--- src/rtl/cfa_pkg.sv ---
// ----------------------------------------------------------------------------
// cfa_pkg
// Types and codes shared by the contiguous frame allocator modules.
// ----------------------------------------------------------------------------
package cfa_pkg;

    localparam int ADDR_W  = 29;
    localparam int COUNT_W = 8;
    localparam int FIU_W   = 9;

    localparam logic REQ_ALLOC = 1'b0;
    localparam logic REQ_FREE  = 1'b1;

    localparam logic CFG_BASE_ADDRESS  = 1'b0;
    localparam logic CFG_FRAMES_IN_USE = 1'b1;

    typedef logic [1:0] status_t;
    localparam status_t ST_OK    = 2'd0;
    localparam status_t ST_NOFIT = 2'd1;
    localparam status_t ST_BAD   = 2'd2;

    typedef struct packed {
        logic                 req_type;
        logic [COUNT_W-1:0]   page_count;
        logic [ADDR_W-1:0]    address;
    } req_t;

    typedef struct packed {
        logic [ADDR_W-1:0]    result_address;
        logic [COUNT_W-1:0]   frame_count;
        status_t              status;
    } resp_t;

    typedef struct packed {
        logic [ADDR_W-1:0]    base_address;
        logic [FIU_W-1:0]     frames_in_use;
    } cfg_t;

    typedef enum logic [3:0] {
        ST_INIT,
        ST_IDLE,
        ST_A_CHK,
        ST_A_SCAN,
        ST_A_MARK,
        ST_F_CHK,
        ST_F_READ,
        ST_F_CLEAR,
        ST_RESP
    } state_t;

endpackage

--- src/rtl/cfa_ram.sv ---
// ----------------------------------------------------------------------------
// cfa_ram
// Simple dual-port synchronous RAM, one write and one registered read port.
// ----------------------------------------------------------------------------
module cfa_ram #(
    parameter int DEPTH = 256,
    parameter int WIDTH = 8
) (
    input  logic                     clk,
    input  logic                     we,
    input  logic [$clog2(DEPTH)-1:0] waddr,
    input  logic [WIDTH-1:0]         wdata,
    input  logic [$clog2(DEPTH)-1:0] raddr,
    output logic [WIDTH-1:0]         rdata
);

    logic [WIDTH-1:0] mem [DEPTH];

    always_ff @(posedge clk)
    begin
        if (we)
        begin
            mem[waddr] <= wdata;
        end
        rdata <= mem[raddr];
    end

endmodule

--- src/rtl/cfa_ctrl.sv ---
// ----------------------------------------------------------------------------
// cfa_ctrl
// Sequencer: clearing pass, first-fit scan, run marking and run freeing.
// ----------------------------------------------------------------------------
module cfa_ctrl #(
    parameter int MAX_FRAMES = 256,
    parameter int PAGE_BYTES = 4096
) (
    input  logic                          clk,
    input  logic                          rst_n,
    input  cfa_pkg::cfg_t                 cfg,
    input  logic                          req_valid,
    output logic                          req_ready,
    input  cfa_pkg::req_t                 req,
    output logic                          res_valid,
    input  logic                          res_ready,
    output cfa_pkg::resp_t                res,
    output logic                          used_we,
    output logic [$clog2(MAX_FRAMES)-1:0] used_waddr,
    output logic                          used_wdata,
    output logic [$clog2(MAX_FRAMES)-1:0] used_raddr,
    input  logic                          used_rdata,
    output logic                          len_we,
    output logic [$clog2(MAX_FRAMES)-1:0] len_waddr,
    output logic [cfa_pkg::COUNT_W-1:0]   len_wdata,
    output logic [$clog2(MAX_FRAMES)-1:0] len_raddr,
    input  logic [cfa_pkg::COUNT_W-1:0]   len_rdata
);

    localparam int IW       = $clog2(MAX_FRAMES);
    localparam int NW0      = $clog2(MAX_FRAMES + 1);
    localparam int NW       = (NW0 > cfa_pkg::FIU_W) ? NW0 : cfa_pkg::FIU_W;
    localparam int PB_SHIFT = $clog2(PAGE_BYTES);
    localparam int IDXW     = cfa_pkg::ADDR_W - PB_SHIFT;
    localparam int CW       = (IDXW > NW) ? IDXW : NW;
    localparam int AW       = cfa_pkg::ADDR_W;
    localparam int KW       = cfa_pkg::COUNT_W;

    cfa_pkg::state_t     state_reg, state_next;
    logic [IW-1:0]       idx_reg, idx_next;
    logic [KW-1:0]       cnt_reg, cnt_next;
    cfa_pkg::req_t       req_reg, req_next;
    cfa_pkg::resp_t      res_reg, res_next;

    logic [NW-1:0]       n_frames;
    logic [NW-1:0]       fiu_ext;
    logic [NW-1:0]       count_ext;
    logic [NW-1:0]       start_wide;
    logic [AW-1:0]       offset;
    logic [IDXW-1:0]     free_frame;
    logic                free_bad;
    logic [KW:0]         run_inc;

    // managed frame count: register value clamped to the built capacity
    assign fiu_ext  = NW'(cfg.frames_in_use);
    assign n_frames = (fiu_ext > NW'(MAX_FRAMES)) ? NW'(MAX_FRAMES) : fiu_ext;
    assign count_ext = NW'(req_reg.page_count);

    assign run_inc    = {1'b0, cnt_reg} + (KW+1)'(1);
    assign start_wide = NW'(idx_reg) + NW'(1) - count_ext;

    assign offset     = req_reg.address - cfg.base_address;
    assign free_frame = offset[AW-1:PB_SHIFT];
    assign free_bad   = (req_reg.address < cfg.base_address)
                     || (offset[PB_SHIFT-1:0] != '0)
                     || (free_frame == '0)
                     || (CW'(free_frame) >= CW'(n_frames));

    assign req_ready = (state_reg == cfa_pkg::ST_IDLE);
    assign res_valid = (state_reg == cfa_pkg::ST_RESP);
    assign res       = res_reg;

    always_ff @(posedge clk or negedge rst_n)
    begin
        if (!rst_n)
        begin
            state_reg <= cfa_pkg::ST_INIT;
            idx_reg   <= '0;
            cnt_reg   <= '0;
        end
        else
        begin
            state_reg <= state_next;
            idx_reg   <= idx_next;
            cnt_reg   <= cnt_next;
        end
    end

    always_ff @(posedge clk)
    begin
        req_reg <= req_next;
        res_reg <= res_next;
    end

    always_comb
    begin
        state_next = state_reg;
        idx_next   = idx_reg;
        cnt_next   = cnt_reg;
        req_next   = req_reg;
        res_next   = res_reg;
        used_we    = 1'b0;
        used_waddr = idx_reg;
        used_wdata = 1'b0;
        used_raddr = idx_reg;
        len_we     = 1'b0;
        len_waddr  = idx_reg;
        len_wdata  = '0;
        len_raddr  = idx_reg;

        unique case (state_reg)
            cfa_pkg::ST_INIT:
            begin
                // frame zero stays reserved with a run of one
                used_we    = 1'b1;
                used_wdata = (idx_reg == '0);
                len_we     = 1'b1;
                len_wdata  = (idx_reg == '0) ? KW'(1) : '0;
                idx_next   = idx_reg + IW'(1);
                if (idx_reg == IW'(MAX_FRAMES - 1))
                begin
                    idx_next   = '0;
                    state_next = cfa_pkg::ST_IDLE;
                end
            end

            cfa_pkg::ST_IDLE:
            begin
                if (req_valid)
                begin
                    req_next   = req;
                    state_next = (req.req_type == cfa_pkg::REQ_ALLOC) ?
                                 cfa_pkg::ST_A_CHK : cfa_pkg::ST_F_CHK;
                end
            end

            cfa_pkg::ST_A_CHK:
            begin
                res_next.result_address = '0;
                res_next.frame_count    = '0;
                if ((req_reg.page_count == '0) || (count_ext > n_frames))
                begin
                    res_next.status = cfa_pkg::ST_BAD;
                    state_next      = cfa_pkg::ST_RESP;
                end
                else if (n_frames < NW'(2))
                begin
                    res_next.status = cfa_pkg::ST_NOFIT;
                    state_next      = cfa_pkg::ST_RESP;
                end
                else
                begin
                    used_raddr = IW'(1);
                    idx_next   = IW'(1);
                    cnt_next   = '0;
                    state_next = cfa_pkg::ST_A_SCAN;
                end
            end

            cfa_pkg::ST_A_SCAN:
            begin
                // read data belongs to idx_reg; fetch the next frame meanwhile
                used_raddr = idx_reg + IW'(1);
                idx_next   = idx_reg + IW'(1);
                if (!used_rdata)
                begin
                    cnt_next = run_inc[KW-1:0];
                end
                else
                begin
                    cnt_next = '0;
                end
                if (!used_rdata && (run_inc == {1'b0, req_reg.page_count}))
                begin
                    idx_next   = start_wide[IW-1:0];
                    cnt_next   = req_reg.page_count;
                    state_next = cfa_pkg::ST_A_MARK;
                    res_next.result_address = cfg.base_address
                                            + (AW'(start_wide[IW-1:0]) << PB_SHIFT);
                    res_next.frame_count    = req_reg.page_count;
                    res_next.status         = cfa_pkg::ST_OK;
                end
                else if (NW'(idx_reg) == n_frames - NW'(1))
                begin
                    res_next.status = cfa_pkg::ST_NOFIT;
                    state_next      = cfa_pkg::ST_RESP;
                end
            end

            cfa_pkg::ST_A_MARK:
            begin
                used_we    = 1'b1;
                used_wdata = 1'b1;
                if (cnt_reg == req_reg.page_count)
                begin
                    len_we    = 1'b1;
                    len_wdata = req_reg.page_count;
                end
                idx_next = idx_reg + IW'(1);
                cnt_next = cnt_reg - KW'(1);
                if (cnt_reg == KW'(1))
                begin
                    state_next = cfa_pkg::ST_RESP;
                end
            end

            cfa_pkg::ST_F_CHK:
            begin
                res_next.result_address = '0;
                res_next.frame_count    = '0;
                if (free_bad)
                begin
                    res_next.status = cfa_pkg::ST_BAD;
                    state_next      = cfa_pkg::ST_RESP;
                end
                else
                begin
                    len_raddr  = free_frame[IW-1:0];
                    idx_next   = free_frame[IW-1:0];
                    state_next = cfa_pkg::ST_F_READ;
                end
            end

            cfa_pkg::ST_F_READ:
            begin
                if (len_rdata == '0)
                begin
                    res_next.status = cfa_pkg::ST_BAD;
                    state_next      = cfa_pkg::ST_RESP;
                end
                else
                begin
                    len_we               = 1'b1;
                    len_wdata            = '0;
                    cnt_next             = len_rdata;
                    res_next.frame_count = len_rdata;
                    res_next.status      = cfa_pkg::ST_OK;
                    state_next           = cfa_pkg::ST_F_CLEAR;
                end
            end

            cfa_pkg::ST_F_CLEAR:
            begin
                // stop at the table end even if the run claims more
                used_we    = 1'b1;
                used_wdata = 1'b0;
                idx_next   = idx_reg + IW'(1);
                cnt_next   = cnt_reg - KW'(1);
                if ((cnt_reg == KW'(1)) || (idx_reg == IW'(MAX_FRAMES - 1)))
                begin
                    state_next = cfa_pkg::ST_RESP;
                end
            end

            cfa_pkg::ST_RESP:
            begin
                if (res_ready)
                begin
                    state_next = cfa_pkg::ST_IDLE;
                end
            end

            default:
            begin
                state_next = cfa_pkg::ST_IDLE;
            end
        endcase
    end

endmodule

--- src/rtl/contiguous_frame_allocator_core.sv ---
// ----------------------------------------------------------------------------
// contiguous_frame_allocator_core
// First-fit contiguous page-frame allocator with used-bit and run-length RAMs.
// ----------------------------------------------------------------------------
// Allocate: after the request check the scan reads the used-bit RAM one frame per
//   cycle, first fit, and the run found is then marked used.
// Free: the run length is read and zeroed; one used bit is cleared per cycle.
// One request is in work at a time; the output register holds one result.
// After reset a clearing pass over all MAX_FRAMES entries initializes both RAMs
// before the first request is taken; config writes are taken throughout.
module contiguous_frame_allocator_core #(
    parameter int MAX_FRAMES = 256,
    parameter int PAGE_BYTES = 4096
) (
    input  logic                        clk,
    input  logic                        rst_n,
    input  logic                        cfg_write_en,
    input  logic                        cfg_index,
    input  logic [cfa_pkg::ADDR_W-1:0]  cfg_data,
    input  logic                        in_valid,
    output logic                        in_ready,
    input  cfa_pkg::req_t               in_data,
    output logic                        out_valid,
    input  logic                        out_ready,
    output cfa_pkg::resp_t              out_data
);

    localparam int IW = $clog2(MAX_FRAMES);

    cfa_pkg::cfg_t   cfg_reg;
    logic            out_valid_reg;
    cfa_pkg::resp_t  out_data_reg;

    logic            res_valid;
    logic            res_ready;
    cfa_pkg::resp_t  res;

    logic                         used_we;
    logic [IW-1:0]                used_waddr;
    logic                         used_wdata;
    logic [IW-1:0]                used_raddr;
    logic                         used_rdata;
    logic                         len_we;
    logic [IW-1:0]                len_waddr;
    logic [cfa_pkg::COUNT_W-1:0]  len_wdata;
    logic [IW-1:0]                len_raddr;
    logic [cfa_pkg::COUNT_W-1:0]  len_rdata;

    always_ff @(posedge clk or negedge rst_n)
    begin
        if (!rst_n)
        begin
            cfg_reg.base_address  <= '0;
            cfg_reg.frames_in_use <= cfa_pkg::FIU_W'(256);
        end
        else if (cfg_write_en)
        begin
            unique case (cfg_index)
                cfa_pkg::CFG_BASE_ADDRESS:  cfg_reg.base_address  <= cfg_data;
                cfa_pkg::CFG_FRAMES_IN_USE:
                    cfg_reg.frames_in_use <= cfg_data[cfa_pkg::FIU_W-1:0];
                default: cfg_reg <= cfg_reg;
            endcase
        end
    end

    // output register frees up when empty or when its transfer completes
    assign res_ready = !out_valid_reg || out_ready;

    always_ff @(posedge clk or negedge rst_n)
    begin
        if (!rst_n)
        begin
            out_valid_reg <= 1'b0;
        end
        else if (res_ready)
        begin
            out_valid_reg <= res_valid;
        end
    end

    always_ff @(posedge clk)
    begin
        if (res_ready && res_valid)
        begin
            out_data_reg <= res;
        end
    end

    assign out_valid = out_valid_reg;
    assign out_data  = out_data_reg;

    cfa_ctrl #(
        .MAX_FRAMES (MAX_FRAMES),
        .PAGE_BYTES (PAGE_BYTES)
    ) u_ctrl (
        .clk        (clk),
        .rst_n      (rst_n),
        .cfg        (cfg_reg),
        .req_valid  (in_valid),
        .req_ready  (in_ready),
        .req        (in_data),
        .res_valid  (res_valid),
        .res_ready  (res_ready),
        .res        (res),
        .used_we    (used_we),
        .used_waddr (used_waddr),
        .used_wdata (used_wdata),
        .used_raddr (used_raddr),
        .used_rdata (used_rdata),
        .len_we     (len_we),
        .len_waddr  (len_waddr),
        .len_wdata  (len_wdata),
        .len_raddr  (len_raddr),
        .len_rdata  (len_rdata)
    );

    cfa_ram #(
        .DEPTH (MAX_FRAMES),
        .WIDTH (1)
    ) u_used_ram (
        .clk   (clk),
        .we    (used_we),
        .waddr (used_waddr),
        .wdata (used_wdata),
        .raddr (used_raddr),
        .rdata (used_rdata)
    );

    cfa_ram #(
        .DEPTH (MAX_FRAMES),
        .WIDTH (cfa_pkg::COUNT_W)
    ) u_len_ram (
        .clk   (clk),
        .we    (len_we),
        .waddr (len_waddr),
        .wdata (len_wdata),
        .raddr (len_raddr),
        .rdata (len_rdata)
    );

endmodule
--- config.mk ---
export PLATFORM = sky130hd
export DESIGN_NAME = contiguous_frame_allocator_core
export DESIGN_NICKNAME = d
export VERILOG_FILES = /design/src/rtl/cfa_pkg.sv /design/src/rtl/cfa_ram.sv /design/src/rtl/cfa_ctrl.sv /design/src/rtl/contiguous_frame_allocator_core.sv
export SDC_FILE = /design/constraint.sdc
export NUM_CORES = 2
export LEC_CHECK = 0
export BUFFER_PORTS_ARGS = -buffer_cell sky130_fd_sc_hd__clkbuf_2
export CAP_MARGIN = 20
export CELL_PAD_IN_SITES_DETAIL_PLACEMENT = 0
export CELL_PAD_IN_SITES_GLOBAL_PLACEMENT = 2
export CORE_ASPECT_RATIO = 1.4
export CORE_MARGIN = 10
export CORE_UTILIZATION = 40
export CTS_CLUSTER_DIAMETER = 50
export DETAILED_ROUTE_END_ITERATION = 16
export PLACE_DENSITY = 0.8
export SKIP_CTS_REPAIR_TIMING = 1
export SLEW_MARGIN = 20
export SYNTH_ARGS = -nofsm -noshare
export SYNTH_HDL_FRONTEND = slang
export SYNTH_SLANG_ARGS = --single-unit
--- constraint.sdc ---
create_clock -name clk -period 33.6 [get_ports clk]
set_clock_uncertainty 0.15 [all_clocks]
set_input_delay 1.68 -clock clk [delete_from_list [all_inputs] [get_ports clk]]
set_output_delay 1.68 -clock clk [all_outputs]
set_load 0.005 [all_outputs]
# Yosys cells after proc, flatten, opt, wreduce, memory -nomap -nowiden

Memories as Yosys holds them, arrays and structs flattened. A register that Yosys moved wholly into a read port is not among the register bits.
Index checks and enable logic that the tools add are counted.

Flip-flop bits (word level): 174
RAM bits: 2304
Input port bits: 73
Output and inout bits: 41
Word-level logic and storage cells: 135
Memories kept: 2

Add/sub/neg operators: 8
Order comparisons: 5
Eq/ne operators: 25
Mux-type cells: 49
Bitwise gates (word level): 1
Reduce and logical (&&, ||, !) cells: 31

Memory list:

| memory         | depth | width | read ports | clocked after memory_dff | write ports | line          | RTL |
|---|---|---|---|---|---|---|---|
| u_len_ram.mem  | 256   | 8     | 1          | 1                        | 1           | cfa_ram.sv:17 | `logic [WIDTH-1:0] mem [DEPTH];` |
| u_used_ram.mem | 256   | 1     | 1          | 1                        | 1           | cfa_ram.sv:17 |  |

Operators by type and width:

| operator                                                              | count |
|---|---|
| 8-bit two-way mux                                                     | 12 |
| 29-bit case mux with 2 select lines                                   | 1 |
| 4-bit two-way mux                                                     | 11 |
| 10-bit case mux with 4 select lines                                   | 1 |
| 8-bit case mux with 5 select lines                                    | 1 |
| 37-bit two-way mux                                                    | 1 |
| 4-bit case mux with 9 select lines                                    | 1 |
| 8-bit case mux with 2 select lines                                    | 2 |
| 8-bit case mux with 4 select lines                                    | 1 |
| 29-bit by 20-bit adder with 29-bit output                             | 1 |
| 29-bit < comparator                                                   | 1 |
| 29-bit subtractor                                                     | 1 |
| 8-bit zero test                                                       | 3 |
| 17-bit by 9-bit >= comparator with 1-bit output                       | 1 |
| 17-bit zero test                                                      | 1 |
| 8-bit by 1-bit adder with 8-bit output, second input constant         | 2 |
| 4-bit by 3-bit equality test with 1-bit output, second input constant | 4 |
| 2-bit two-way mux                                                     | 6 |
| 2-bit by 1-bit != test with 1-bit output, second input constant       | 6 |
| 12-bit nonzero test                                                   | 1 |
| 8-bit by 1-bit adder with 9-bit output, second input constant         | 1 |
| 8-bit by 9-bit equality test with 1-bit output                        | 1 |
| 9-bit by 8-bit equality test with 1-bit output                        | 1 |
| 8-bit by 9-bit > comparator with 1-bit output                         | 1 |
| other kinds (32)                                                      | 57 |

# Longest topological paths before layout

Depth after elaboration: 7
Gate-level depth with buffers: 33
Depth with buffers taken out: 27

# Hierarchy

Synthesis repeated with hierarchy kept, for this count alone.

Cell total of the unflattened synthesis: 5705
Area, all modules: 102356.9 um2

Modules (own cells, without submodules):

| module                          | times used | cells an instance | area each (um2) | seq. area each (um2) |
|---|---|---|---|---|
| cfa_ram at u_len_ram            | 1          | 3733              | 79556.3         | 61659.1 |
| cfa_ram at u_used_ram           | 1          | 788               | 11128.2         | 7707.4 |
| cfa_ctrl                        | 1          | 1060              | 8994.9          | 2782.7 |
| contiguous_frame_allocator_core | 1          | 124               | 2677.6          | 2148.3 |

# Worst setup path before layout

No wires, ideal clock.

Path type: reg2reg
From: register u_ctrl.idx_reg[2], in the netlist u_ctrl.len_waddr[2]
To: memory u_used_ram.mem[0], data pin
Setup time: 4488 ps
Arrival time: 23523 ps
Data required time: 28962 ps
Slack: 5440 ps
Cell stages (with the launch flop): 7
Buffers on the path: 3
Period minus slack after synthesis: 28160 ps
Path through: dfrtp_1 clkbuf_1 clkbuf_1 clkbuf_1 nor2_1 nand4_1 a2111oi_0

Cells in the longest elaborated chain, start to end: 2

RTL lines:

| what                               | line            | RTL |
|---|---|---|
| start, declared                    | cfa_ctrl.sv:40  | `logic [IW-1:0] idx_reg, idx_next;` |
| start signal, assigned             | cfa_ctrl.sv:84  | `idx_reg <= idx_next;` |
| 8-bit zero test                    | cfa_ctrl.sv:116 | `used_wdata = (idx_reg == '0);` |
| 1-bit case mux with 2 select lines | cfa_ctrl.sv:111 | `unique case (state_reg)` |
| net u_ctrl.used_wdata              | cfa_ctrl.sv:20  | `output logic used_wdata,` |
| end, declared                      | cfa_ram.sv:17   |  |

The timed path passes the listed nets, and every way through them passes these cells.

# Final worst setup path

From: register cfg_reg[24] in the netlist's numbering
To: register u_len_ram.rdata[4] (read register of u_len_ram.mem)

Cells in the longest elaborated chain, start to end: 6
Elaborated cells between the ends (all ways): 9
Classes of those cells: add/sub: 1; order compare: 2; mux: 2; reduce/logical: 4

RTL lines:

| what                                                      | line                                  | RTL |
|---|---|---|
| start, declared                                           | contiguous_frame_allocator_core.sv:30 | `cfa_pkg::cfg_t cfg_reg;` |
| start signal, assigned                                    | contiguous_frame_allocator_core.sv:62 | `default: cfg_reg <= cfg_reg;` |
| branches (longest 4 deep; another with 29-bit subtractor) | n/a                                   |  |
| 8-bit two-way mux (*)                                     | n/a                                   |  |
| 8-bit two-way mux (*)                                     | cfa_ctrl.sv:111                       |  |
| end, declared                                             | cfa_ram.sv:14                         | `output logic [WIDTH-1:0] rdata` |

Every way passes the cells marked *.
A chain may end at the register's enable or synchronous reset.

==> flow_summary.json <==
{
  "status": "finished clean",
  "leakagePower_nw": 36.5,
  "fmax_mhz": 85.0,
  "fill_cells": 23800,
  "cp_slowest_cell": "nor4b_1",
  "setup_viol_count_final": 0,
  "slowest_delay_ns": 0.76,
  "post-route-period-util_pct": 35.0,
  "hold_ws_ns": 0.255,
  "grt_pass1_vias": 68900,
  "row_count": 223,
  "cts_buffer_depth": 4,
  "drive_gt1_share_pct": 9.12,
  "fin_nets": 8445,
  "critPathKind": "reg2reg",
  "io_buffers": 113,
  "yosysTopAreaCellShare_pct": 68.9,
  "cts_root_buf": "clkbuf_16",
  "synthCells": 8316,
  "fin_setup_tns_ns": 0,
  "grt_antenna_before_repair": 16,
  "synthTopCellsByArea": "edfxtp_1 69%, nand2_1 6.4%, nand3_1 3.0%",
  "drtPass1Iterations": 6,
  "drv_slew": 0,
  "cp.required_ns": 34.29,
  "die_h_um": 628,
  "yosysSeqAreaShare_pct": 70.5,
  "netlist-cell-type-count": 96,
  "grt_pass1_wl_mm": 514,
  "clkTransAtPathRegs_ns": 0.06,
  "synth.avg_cell_area_um2": 12.7,
  "grt_max_degree": 191,
  "grtUsageTotal_pct": 24.7,
  "wl_mm": 365,
  "crit_path_start_kind": "flip-flop",
  "syn-num-nets": 8467,
  "wl_per_cell_um": 30.4,
  "dpl.hpwl_mm": 222,
  "async_reset_ff_share_pct": 2.37,
  "design_area_mm2": 0.117,
  "relSlewSlack_pct": 16.0,
  "synth_edf_count": 2419,
  "reg_top3": "u_len_ram.mem: 2048 flops, u_used_ram.mem: 256 flops",
  "synth_seq_cells": 2487,
  "period_minus_slack_ns": 11.76,
  "viasPerCell": 5.93,
  "synth_top_cell_by_area": "edfxtp_1",
  "yosysWarningCount": 0,
  "ios": 114,
  "overflow": 0,
  "synth_area_mm2": 0.105,
  "largest_reg_flops": 2048,
  "power_density_mw_per_mm2": 52.2,
  "cp_common_cell": "buf_4",
  "clock_latency_ns": 0.95,
  "p_total_mw": 6.12,
  "first_iter_violations": 8390,
  "final_cell_mix": "2,419 x edfxtp_1, 1,799 x nand2_1, 683 x nor2_1",
  "drc": 0,
  "regMostFlops": "u_len_ram.mem",
  "cts_buffers": 239,
  "ant_nets": 0,
  "arrival_ns": 12.45,
  "h-tree-depth": 4,
  "tightest_slew_ns": 1.26,
  "timing.max_cap.violations": 0,
  "num_vias": 71100,
  "dieArea_mm2": 0.285,
  "ir_worst_vdd_v": 0.0000462,
  "cts_tree": "done",
  "syn_to_final_growth_pct": 11.2,
  "start_util_pct": 40.1,
  "die_w_um": 454,
  "gp_congestion": 0.909,
  "endpoint_kind": "flip-flop",
  "synthFlopType": "edfxtp_1",
  "rsz0062_at_grt": "false",
  "final_hold_viol_count": 0,
  "hold_path_class": "reg2reg",
  "worst-path-max-fanout": 66,
  "dpl_cell_area_mm2": 0.110,
  "core-area_mm2": 0.263,
  "clock-sinks": 2487,
  "final_common_cell": "edfxtp_1"
}
[layer usage]
layer	GRT usage, %	vias to the layer above	routed length, um
li1	-	30800	-
met1	30.0	36200	135000
met2	41.8	3298	178000
met3	3.60	844	27100
met4	14.6	2	25200
met5	0	-	10
[layout make-up]
class | count | area [um2] | area share [%]
well taps | 3487 | 4360 | 3.72
inverters | 70 | 263 | 0.224
multi-input cells | 5198 | 28800 | 24.5
clock buffers | 297 | 6310 | 5.38
clock inverters | 137 | 1150 | 0.977
flip-flops and latches | 2487 | 74300 | 63.3
repair buffers | 298 | 2140 | 1.82
diodes | 9 | 22.5 | 0.0192
[final timing paths]
path | start | to | slack (ns) | depth (start not counted)
min in group asynchronous | rst_n | out_valid | 0.88 | 2
max in group asynchronous | rst_n | cfg_reg[33] | 31.80 | 2
worst min register to register | u_ctrl.res[23] | out_data[23] | 0.26 | 0
worst max-delay path | cfg_reg[24] | u_len_ram.rdata[4] | 21.84 | 28
worst max register to register | cfg_reg[24] | u_len_ram.rdata[4] | 21.84 | 28
worst min-delay path | u_ctrl.res[23] | out_data[23] | 0.26 | 0
[metrics by stage]
step,util (%),worst slack [ns],cells
after global routing,44.6,21.33,12000
final,44.6,21.84,12000
after floorplan,-,5.44,8316
after CTS,44.5,22.03,12000
after detailed placement,41.7,22.09,11500
after global placement,41.7,22.07,11500
[Yosys cell counts, types with 20 or more instances]
master / n
edfxtp_1: 2419
a32o_1: 26
nand3_1: 627
a31oi_1: 119
dfrtp_1: 58
nor3_1: 62
buf_4: 22
xnor2_1: 50
mux2_2: 30
o22ai_1: 32
o21ai_0: 142
o31ai_1: 21
nor4_1: 22
buf_2: 177
a22oi_1: 30
nand2_1: 1805
nand2b_1: 20
a2111oi_0: 22
a21oi_1: 282
a21o_1: 29
ha_1: 75
nor2_1: 693
nand4_1: 70
inv_1: 69
mux2i_1: 264
a221oi_1: 22
o211ai_1: 43
and2_1: 24
clkbuf_1: 309
buf_1: 28
a32oi_1: 58
buf_6: 25
nor2b_1: 25
a211oi_1: 113
a311oi_1: 33
and3_1: 152
[kinds of logic after synthesis]
group,synth area share (%)
multiplexers,3.16
AND/OR/NAND/NOR,14.5
buffers and inverters,2.71
AO/OA/AOI/OAI,7.64
XOR/XNOR,0.556
flip-flops,70.5
adder cells (fa/ha/maj),0.947
[worst max-delay path: cells and delay by family, from the launching register on]
family | cells | cell delay [ns]
compound gates | 7 | 1.68
fa+ha+maj | 2 | 0.73
buf+inv | 6 | 3.20
flops | 1 | 0.37
simple gates | 13 | 5.27
[where the power goes]
| part | leakage, nW | internal, mW | switching [mW] |
|---|---|---|---|
| combinational | 15.1 | 0.0438 | 0.0789 |
| sequential | 17.7 | 3.36 | 0.00397 |
| clock | 3.64 | 1.45 | 1.19 |
| total | 36.5 | 4.85 | 1.27 |
No activity file was read; power rests on OpenSTA's default activity.
